### config.mk
export PLATFORM = sky130hd
export DESIGN_NAME = pid_controller_with_derivative_hold_top
export DESIGN_NICKNAME = d
export VERILOG_FILES = /design/src/sv/pidh_pkg.sv /design/src/sv/pid_controller_with_derivative_hold_top.sv
export SDC_FILE = /design/constraint.sdc
export NUM_CORES = 2
export LEC_CHECK = 0
export ABC_AREA = 1
export BUFFER_PORTS_ARGS = -buffer_cell sky130_fd_sc_hd__clkbuf_2
export CAP_MARGIN = 0
export CELL_PAD_IN_SITES_DETAIL_PLACEMENT = 1
export CELL_PAD_IN_SITES_GLOBAL_PLACEMENT = 2
export CORE_ASPECT_RATIO = 1.5
export CORE_MARGIN = 4
export CORE_UTILIZATION = 44
export DETAILED_ROUTE_END_ITERATION = 7
export GPL_ROUTABILITY_DRIVEN = 0
export HOLD_SLACK_MARGIN = 0.05
export PLACE_DENSITY = 0.91
export SYNTH_ARGS = -nofsm -noshare
export SYNTH_HDL_FRONTEND = slang
export SYNTH_SLANG_ARGS = --single-unit
### constraint.sdc
create_clock -name clock -period 13.1 [get_ports clock]
set_clock_uncertainty 0.05 [all_clocks]
set_input_delay 0.655 -clock clock [delete_from_list [all_inputs] [get_ports clock]]
set_output_delay 0.655 -clock clock [all_outputs]
set_load 0.05 [all_outputs]
### src/sv/pidh_pkg.sv
// Shared widths, register indexes and helpers for the PID controller with derivative hold.
`timescale 1ns / 1ps
`default_nettype none

package pidh_pkg;

   localparam int DATA_WIDTH     = 16;
   localparam int GAIN_FRAC_BITS = 8;
   localparam int GAIN_W         = 16;
   localparam int ERR_W          = DATA_WIDTH + 1;
   localparam int DIFF_W         = DATA_WIDTH + 2;
   localparam int SGAIN_W        = GAIN_W + 1;
   localparam int ACC_W          = SGAIN_W + DIFF_W + 2;
   localparam int SHIFT_W        = ACC_W - GAIN_FRAC_BITS;
   localparam int CSR_DATA_W     = 32;
   localparam int CSR_INDEX_W    = 3;
   localparam int CSR_ADDR_W     = CSR_INDEX_W + 2;

   localparam logic signed [DATA_WIDTH-1:0] OUT_MAX_RESET = DATA_WIDTH'(255);

   typedef enum logic [CSR_INDEX_W-1:0] {
      REG_PROP_GAIN  = 3'd0,
      REG_INTEG_GAIN = 3'd1,
      REG_DERIV_GAIN = 3'd2,
      REG_OUT_MIN    = 3'd3,
      REG_OUT_MAX    = 3'd4,
      REG_REVERSE    = 3'd5,
      REG_AUTO_MODE  = 3'd6
   } csr_index_type;

   // Applies the gain sign for a reverse-acting process.
   function automatic logic signed [SGAIN_W-1:0] signed_gain(
      input logic [GAIN_W-1:0] gain,
      input logic              reverse
   );
      logic signed [SGAIN_W-1:0] g;
      g = $signed({1'b0, gain});
      return reverse ? -g : g;
   endfunction

endpackage

`default_nettype wire

### src/sv/pid_controller_with_derivative_hold_top.sv
// Top level of the PID controller with derivative hold: register port and four-register pipeline.
// A sample goes from the input register through the error and product registers to the output.
// Throughput: one sample per cycle while rsp_stall is low; the state loop (error, integral
// clamp, held difference) closes in the error stage; the three gain products get their own stage.
// Reset (synchronous, active high) empties the pipeline, clears integral, previous error,
// held difference and the init flag, and loads the registers: gains 0, limits 0 and 255,
// forward direction, manual mode.
`timescale 1ns / 1ps
`default_nettype none

module pid_controller_with_derivative_hold_top import pidh_pkg::*; (
   input  wire                          clock,
   input  wire                          reset,
   input  wire                          csr_psel,
   input  wire                          csr_penable,
   input  wire                          csr_pwrite,
   input  wire  [CSR_ADDR_W-1:0]        csr_paddr,
   input  wire  [CSR_DATA_W-1:0]        csr_pwdata,
   output logic [CSR_DATA_W-1:0]        csr_prdata,
   output logic                         csr_pready,
   input  wire                          req_valid,
   output logic                         req_stall,
   input  wire  signed [DATA_WIDTH-1:0] req_measured,
   input  wire  signed [DATA_WIDTH-1:0] req_target,
   output logic                         rsp_valid,
   input  wire                          rsp_stall,
   output logic signed [DATA_WIDTH-1:0] rsp_drive,
   output logic                         rsp_computed,
   output logic signed [DIFF_W-1:0]     rsp_used_difference
);

   logic [GAIN_W-1:0]            prop_gain_ff;
   logic [GAIN_W-1:0]            integ_gain_ff;
   logic [GAIN_W-1:0]            deriv_gain_ff;
   logic signed [DATA_WIDTH-1:0] out_min_ff;
   logic signed [DATA_WIDTH-1:0] out_max_ff;
   logic                         reverse_ff;
   logic                         auto_mode_ff;

   logic signed [DATA_WIDTH-1:0] integral_ff;
   logic signed [ERR_W-1:0]      prev_error_ff;
   logic signed [DIFF_W-1:0]     held_diff_ff;
   logic                         init_pending_ff;

   logic                         in_valid_ff;
   logic signed [DATA_WIDTH-1:0] in_measured_ff;
   logic signed [DATA_WIDTH-1:0] in_target_ff;

   logic                         e_valid_ff;
   logic                         e_computed_ff;
   logic signed [ERR_W-1:0]      e_error_ff;
   logic signed [DATA_WIDTH-1:0] e_integral_ff;
   logic signed [DIFF_W-1:0]     e_diff_ff;

   logic                         p_valid_ff;
   logic                         p_computed_ff;
   logic signed [ACC_W-1:0]      p_prop_ff;
   logic signed [ACC_W-1:0]      p_integ_ff;
   logic signed [ACC_W-1:0]      p_deriv_ff;
   logic signed [DIFF_W-1:0]     p_diff_ff;

   logic                         out_valid_ff;
   logic signed [DATA_WIDTH-1:0] out_drive_ff;
   logic                         out_computed_ff;
   logic signed [DIFF_W-1:0]     out_diff_ff;

   logic                         csr_write;
   csr_index_type                csr_index;
   logic                         adv_out;
   logic                         adv_p;
   logic                         adv_e;
   logic                         adv_in;
   logic                         item_e;

   logic signed [ERR_W-1:0]      error_in;
   logic signed [ERR_W-1:0]      prev_used;
   logic signed [DIFF_W-1:0]     diff_raw;
   logic signed [DIFF_W-1:0]     diff_in;
   logic signed [DIFF_W-1:0]     integ_sum;
   logic signed [DATA_WIDTH-1:0] integral_in;
   logic signed [DIFF_W-1:0]     lim_lo_d;
   logic signed [DIFF_W-1:0]     lim_hi_d;

   logic signed [SGAIN_W-1:0]    kp_s;
   logic signed [SGAIN_W-1:0]    ki_s;
   logic signed [SGAIN_W-1:0]    kd_s;

   logic signed [ACC_W-1:0]      acc;
   logic signed [SHIFT_W-1:0]    shifted;
   logic signed [SHIFT_W-1:0]    lim_lo_s;
   logic signed [SHIFT_W-1:0]    lim_hi_s;
   logic signed [DATA_WIDTH-1:0] drive_in;

   assign csr_pready = 1'b1;
   assign csr_write  = csr_psel && csr_penable && csr_pwrite;
   assign csr_index  = csr_index_type'(csr_paddr[CSR_ADDR_W-1:2]);

   always_comb begin
      csr_prdata = '0;
      unique case (csr_index)
         REG_PROP_GAIN:  csr_prdata = CSR_DATA_W'(prop_gain_ff);
         REG_INTEG_GAIN: csr_prdata = CSR_DATA_W'(integ_gain_ff);
         REG_DERIV_GAIN: csr_prdata = CSR_DATA_W'(deriv_gain_ff);
         REG_OUT_MIN:    csr_prdata = CSR_DATA_W'(out_min_ff);
         REG_OUT_MAX:    csr_prdata = CSR_DATA_W'(out_max_ff);
         REG_REVERSE:    csr_prdata = CSR_DATA_W'(reverse_ff);
         REG_AUTO_MODE:  csr_prdata = CSR_DATA_W'(auto_mode_ff);
         default:        csr_prdata = '0;
      endcase
   end

   // Each stage moves on when it is empty or the stage after it moves.
   assign adv_out   = !out_valid_ff || !rsp_stall;
   assign adv_p     = !p_valid_ff || adv_out;
   assign adv_e     = !e_valid_ff || adv_p;
   assign adv_in    = !in_valid_ff || adv_e;
   assign req_stall = !adv_in;
   assign item_e    = in_valid_ff && adv_e;

   // Error stage: the state loop closes here.
   assign error_in  = ERR_W'(in_target_ff) - ERR_W'(in_measured_ff);
   assign prev_used = init_pending_ff ? ERR_W'(in_measured_ff) : prev_error_ff;
   assign diff_raw  = DIFF_W'(error_in) - DIFF_W'(prev_used);
   assign diff_in   = (diff_raw != '0) ? diff_raw : held_diff_ff;
   assign integ_sum = DIFF_W'(integral_ff) + DIFF_W'(error_in);
   assign lim_lo_d  = DIFF_W'(out_min_ff);
   assign lim_hi_d  = DIFF_W'(out_max_ff);

   always_comb begin
      priority if (integ_sum > lim_hi_d) begin
         integral_in = out_max_ff;
      end else if (integ_sum < lim_lo_d) begin
         integral_in = out_min_ff;
      end else begin
         integral_in = DATA_WIDTH'(integ_sum);
      end
   end

   assign kp_s = signed_gain(prop_gain_ff, reverse_ff);
   assign ki_s = signed_gain(integ_gain_ff, reverse_ff);
   assign kd_s = signed_gain(deriv_gain_ff, reverse_ff);

   // Output stage: sum, floor shift and clamp; a manual-mode beat drives zero.
   assign acc      = p_prop_ff + p_integ_ff + p_deriv_ff;
   assign shifted  = SHIFT_W'(acc >>> GAIN_FRAC_BITS);
   assign lim_lo_s = SHIFT_W'(out_min_ff);
   assign lim_hi_s = SHIFT_W'(out_max_ff);

   always_comb begin
      priority if (!p_computed_ff) begin
         drive_in = '0;
      end else if (shifted > lim_hi_s) begin
         drive_in = out_max_ff;
      end else if (shifted < lim_lo_s) begin
         drive_in = out_min_ff;
      end else begin
         drive_in = DATA_WIDTH'(shifted);
      end
   end

   always_ff @(posedge clock) begin
      if (reset) begin
         prop_gain_ff    <= '0;
         integ_gain_ff   <= '0;
         deriv_gain_ff   <= '0;
         out_min_ff      <= '0;
         out_max_ff      <= OUT_MAX_RESET;
         reverse_ff      <= 1'b0;
         auto_mode_ff    <= 1'b0;
         integral_ff     <= '0;
         prev_error_ff   <= '0;
         held_diff_ff    <= '0;
         init_pending_ff <= 1'b0;
         in_valid_ff     <= 1'b0;
         e_valid_ff      <= 1'b0;
         p_valid_ff      <= 1'b0;
         out_valid_ff    <= 1'b0;
      end else begin
         if (item_e && auto_mode_ff) begin
            integral_ff     <= integral_in;
            prev_error_ff   <= error_in;
            held_diff_ff    <= diff_in;
            init_pending_ff <= 1'b0;
         end
         if (csr_write) begin
            unique case (csr_index)
               REG_PROP_GAIN:  prop_gain_ff  <= csr_pwdata[GAIN_W-1:0];
               REG_INTEG_GAIN: integ_gain_ff <= csr_pwdata[GAIN_W-1:0];
               REG_DERIV_GAIN: deriv_gain_ff <= csr_pwdata[GAIN_W-1:0];
               REG_OUT_MIN:    out_min_ff    <= csr_pwdata[DATA_WIDTH-1:0];
               REG_OUT_MAX:    out_max_ff    <= csr_pwdata[DATA_WIDTH-1:0];
               REG_REVERSE:    reverse_ff    <= csr_pwdata[0];
               REG_AUTO_MODE: begin
                  if (csr_pwdata[0] && !auto_mode_ff) begin
                     integral_ff     <= '0;
                     init_pending_ff <= 1'b1;
                  end
                  auto_mode_ff <= csr_pwdata[0];
               end
               default: ;
            endcase
         end
         if (adv_in) begin
            in_valid_ff <= req_valid;
         end
         if (adv_e) begin
            e_valid_ff <= in_valid_ff;
         end
         if (adv_p) begin
            p_valid_ff <= e_valid_ff;
         end
         if (adv_out) begin
            out_valid_ff <= p_valid_ff;
         end
      end
   end

   always_ff @(posedge clock) begin
      if (adv_in && req_valid) begin
         in_measured_ff <= req_measured;
         in_target_ff   <= req_target;
      end
      if (item_e) begin
         e_computed_ff <= auto_mode_ff;
         e_error_ff    <= error_in;
         e_integral_ff <= integral_in;
         e_diff_ff     <= auto_mode_ff ? diff_in : '0;
      end
      if (adv_p && e_valid_ff) begin
         p_computed_ff <= e_computed_ff;
         p_prop_ff     <= ACC_W'(kp_s) * ACC_W'(e_error_ff);
         p_integ_ff    <= ACC_W'(ki_s) * ACC_W'(e_integral_ff);
         p_deriv_ff    <= ACC_W'(kd_s) * ACC_W'(e_diff_ff);
         p_diff_ff     <= e_diff_ff;
      end
      if (adv_out && p_valid_ff) begin
         out_drive_ff    <= drive_in;
         out_computed_ff <= p_computed_ff;
         out_diff_ff     <= p_diff_ff;
      end
   end

   assign rsp_valid           = out_valid_ff;
   assign rsp_drive           = out_drive_ff;
   assign rsp_computed        = out_computed_ff;
   assign rsp_used_difference = out_diff_ff;

   a_manual_zero: assert property (@(posedge clock) disable iff (reset)
      rsp_valid && !rsp_computed |-> rsp_drive == '0 && rsp_used_difference == '0)
      else $error("A manual-mode beat carries a nonzero payload.");

   a_auto_entry: assert property (@(posedge clock) disable iff (reset)
      csr_write && csr_index == REG_AUTO_MODE && csr_pwdata[0] && !auto_mode_ff
      |=> init_pending_ff && integral_ff == '0 && auto_mode_ff)
      else $error("Entering automatic mode did not clear the integral.");

   a_init_consumed: assert property (@(posedge clock) disable iff (reset)
      item_e && auto_mode_ff |=> !init_pending_ff)
      else $error("The init flag survived a computed sample.");

   a_empty_takes: assert property (@(posedge clock) disable iff (reset)
      !in_valid_ff |-> !req_stall)
      else $error("The input stage stalls while empty.");

endmodule

`default_nettype wire
==> impl_metrics.ini <==
[drt]
detail_route.wirelength_mm = 192
drt_drc_violations_left = 0
vias = 44300
number_of_iterations_in_the_first_detailed_routing_pass = 6
detail_route_antenna_nets = 0
avgViaCountPerCell = 5.51
drt-wirelength-per-cell_um = 23.9
dr.first_iter.drc_count = 2286

[placement]
place.detailed.hpwl_mm = 161
port_buffers = 126

[layout]
seq_area_um2 = 9970
area_growth_pct = 6.66
drive_gt1_share_pct = 5.19
multi_input_area_um2 = 38300
final_nets = 7829
fill_cells = 14700
finish.utilization_pct = 47.4

[clock_network]
cts_inserted_buffers = 41
cts_root_buf = clkbuf_16
cts_hold_buf = 0
worst_setup_hold_path_clk_slew_ns = 0.07
cts_repair_resize_count = 0
worst_skew_pair.late_latency_ns = 0.59
clockBufferDepth = 3
cts_tree = yes
cts.htree.levels = 2
post_cts_buffers = 0
clock-sinks = 378

[floorplan]
floorplan.die.width_um = 295
initial_core_util_pct = 44.5
die_span_y_um = 439
design.die.area_um2 = 130000
design.core.area_um2 = 122000
row_count = 157
num_io_pins = 146

[sta]
final_setup_viols = 0
final_max_slew_viol_count = 0
rsz0062_at_grt = false
max_slew_margin_pct = 19.3
final_period_minus_worst_setup_slack_ns = 8.76
worst_margin_pin_slew_ns = 1.20
finalSetupTns_ns = 0
fin_worst_hold_slack_ns = 0.187
timing_hold_violations_final = 0
fmaxAchievable_mhz = 114
min_period_over_period_pct = 66.9

[logic_synthesis]
syn-num-nets = 7783
synth_edf_count = 240
synthDistinctLibCells = 62
avgSynthCellArea_um2 = 8.57
syn-instance-count = 6351
ys.flop_type = edfxtp_1
yosysSeqAreaShare_pct = 18.3
ys_ff_latch = 378
synth_area_um2 = 54400
yosysWarningCount = 0
synth_async_sr_flop_share_pct = 0

[outcome]
status = finished clean

[power_and_ir_drop]
power_leakage_nw = 29.6
net-switching-power_w = 0.00189
power.density_nw_per_um2 = 77.8
cell_internal_pwr_w = 0.00263
power.share.sequential_pct = 31.4
max-vdd-ir-drop_uv = 88.2
clockPowerShare_pct = 27.7
power.share.combinational_pct = 40.9
power.switching_fraction_pct = 41.8

[grt]
grt_antenna_before_repair = 9
gr-total-overflow = 0
grt_pass1_vias = 49800
largest_net_degree_at_the_start_of_global_routing = 79
grt_util_all_layers_pct = 30.1
grt_first_pass_wirelength_mm = 293

[critical_path]
worstPathMaxFanout = 11
critPathKind = flop to flop
worst_r2r_path_depth = 33
critical_path_required_ns = 13.29
slowest_delay_ns = 0.77
critical_path_buf_inv_count = 9
crit_cells = 33
setup.worst_path.start_class = flop
crit_path_frequent_cell = inv_1
worst_path_max_delay_cell = xor2_1
data_arrival_time_at_the_worst_slack_endpoint_ns = 8.95
crit_path_end_kind = flop
path_delay_family = adder cells

[worst_hold_path]
hold-path-cell-count = 1
hold_path.class = primary input to flop

[job]
max-cap-violations = 0
## cell families (layout without fill, tap and decap cells)
group	after synthesis	count (layout)	share of synthesized area, %
flops	378	378	18.3
xor+xnor	187	187	3.04
compound gates	753	753	7.75
buf+inv	1620	1699	11.4
simple gates	2056	2056	15.6
other cells	1	6	0.00689
fa+ha+maj	1356	1356	43.9
## flip-flops by register name, indices dropped and copies added, names as in the netlist, 17 cells and up
name / cells
rsp_used_difference: 18
held_diff_ff: 18
e_diff_ff: 18
e_error_ff: 17
p_prop_ff: 34
p_diff_ff: 18
prev_error_ff: 17
p_integ_ff: 33
p_deriv_ff: 35
## cell type report
cell class | count | share of cell area, %
multi-input combinational | 4353 | 65.9
clock buffer | 47 | 1.88
clock inverter | 29 | 0.543
antenna | 5 | 0.0216
timing repair buffer | 168 | 1.63
tap | 1590 | 3.43
inverter | 1455 | 9.41
sequential | 378 | 17.2
## layout by cell type, fill, tap and decap left out, types with 18 or more instances in the layout
cell       count
nand2_1     1097
nand4_1       35
clkbuf_2     126
a21o_1        29
nor2_1       605
clkinv_1      21
dfxtp_1      137
ha_1         436
o21ai_0      243
fa_1         920
clkbuf_16     42
xor2_1       105
xnor2_1       80
inv_1       1423
a21oi_1      329
nand3_1      183
nor3_1        41
edfxtp_1     240
buf_4         42
or2_2         18
## metal layers
| metal | track usage (%) | wire length [µm] | share of wire [%] | up-vias |
|---|---|---|---|---|
| met5 | 0 | 10 | 0.0052 | - |
| met4 | 20.9 | 17000 | 8.9 | 2 |
| met3 | 2.73 | 8940 | 4.7 | 604 |
| met2 | 52.9 | 95100 | 50 | 1348 |
| met1 | 34.4 | 70500 | 37 | 22700 |
| li1 | - | - | - | 19600 |
## synth_stat cells (41+ instances only)
cell type  instances  share of area [%]
nor2_1           607                4.2
inv_1           1425                9.8
dfxtp_1          138                5.1
a21oi_1          330                3.0
ha_1             436                 10
xnor2_1           80                1.3
nand2_1         1097                7.6
edfxtp_1         240                 13
fa_1             920                 34
clkbuf_1         108               0.74
o21ai_0          243                2.2
nor3_1            41               0.38
nand3_1          183                1.7
xor2_1           105                1.7
## worst paths after layout
check,startpoint,endpoint,slack [ns]
worst min register to register,p_diff_ff[7],rsp_used_difference[7],0.37
worst min-delay path,req_measured[10],in_measured_ff[10],0.19
worst max register to register,prop_gain_ff[0],p_prop_ff[31],4.34
worst max-delay path,prop_gain_ff[0],p_prop_ff[31],4.34
## power by group through the flow
stage	Combinational, W	Sequential, W	Clock, W
6_report	0.00185	0.00142	0.00125
4_1_cts	0.00185	0.00142	0.00127
2_1_floorplan	0.00125	0.00140	0
3_3_place_gp	0.00177	0.00144	0
3_5_place_dp	0.00183	0.00144	0
5_1_grt	0.00205	0.00142	0.00131
## stage by stage
stage	setup slack, ns	instances	cell area [µm²]	total power (W)
after detailed placement	4.38	7944	56600	0.00327
after floorplan	6.22	6351	54400	0.00265
after CTS	4.34	8020	58000	0.00453
final	4.34	8025	58100	0.00452
after global placement	4.51	7944	56600	0.00321
after global routing	3.92	8020	58000	0.00478
No activity file was read; power rests on OpenSTA's default activity.
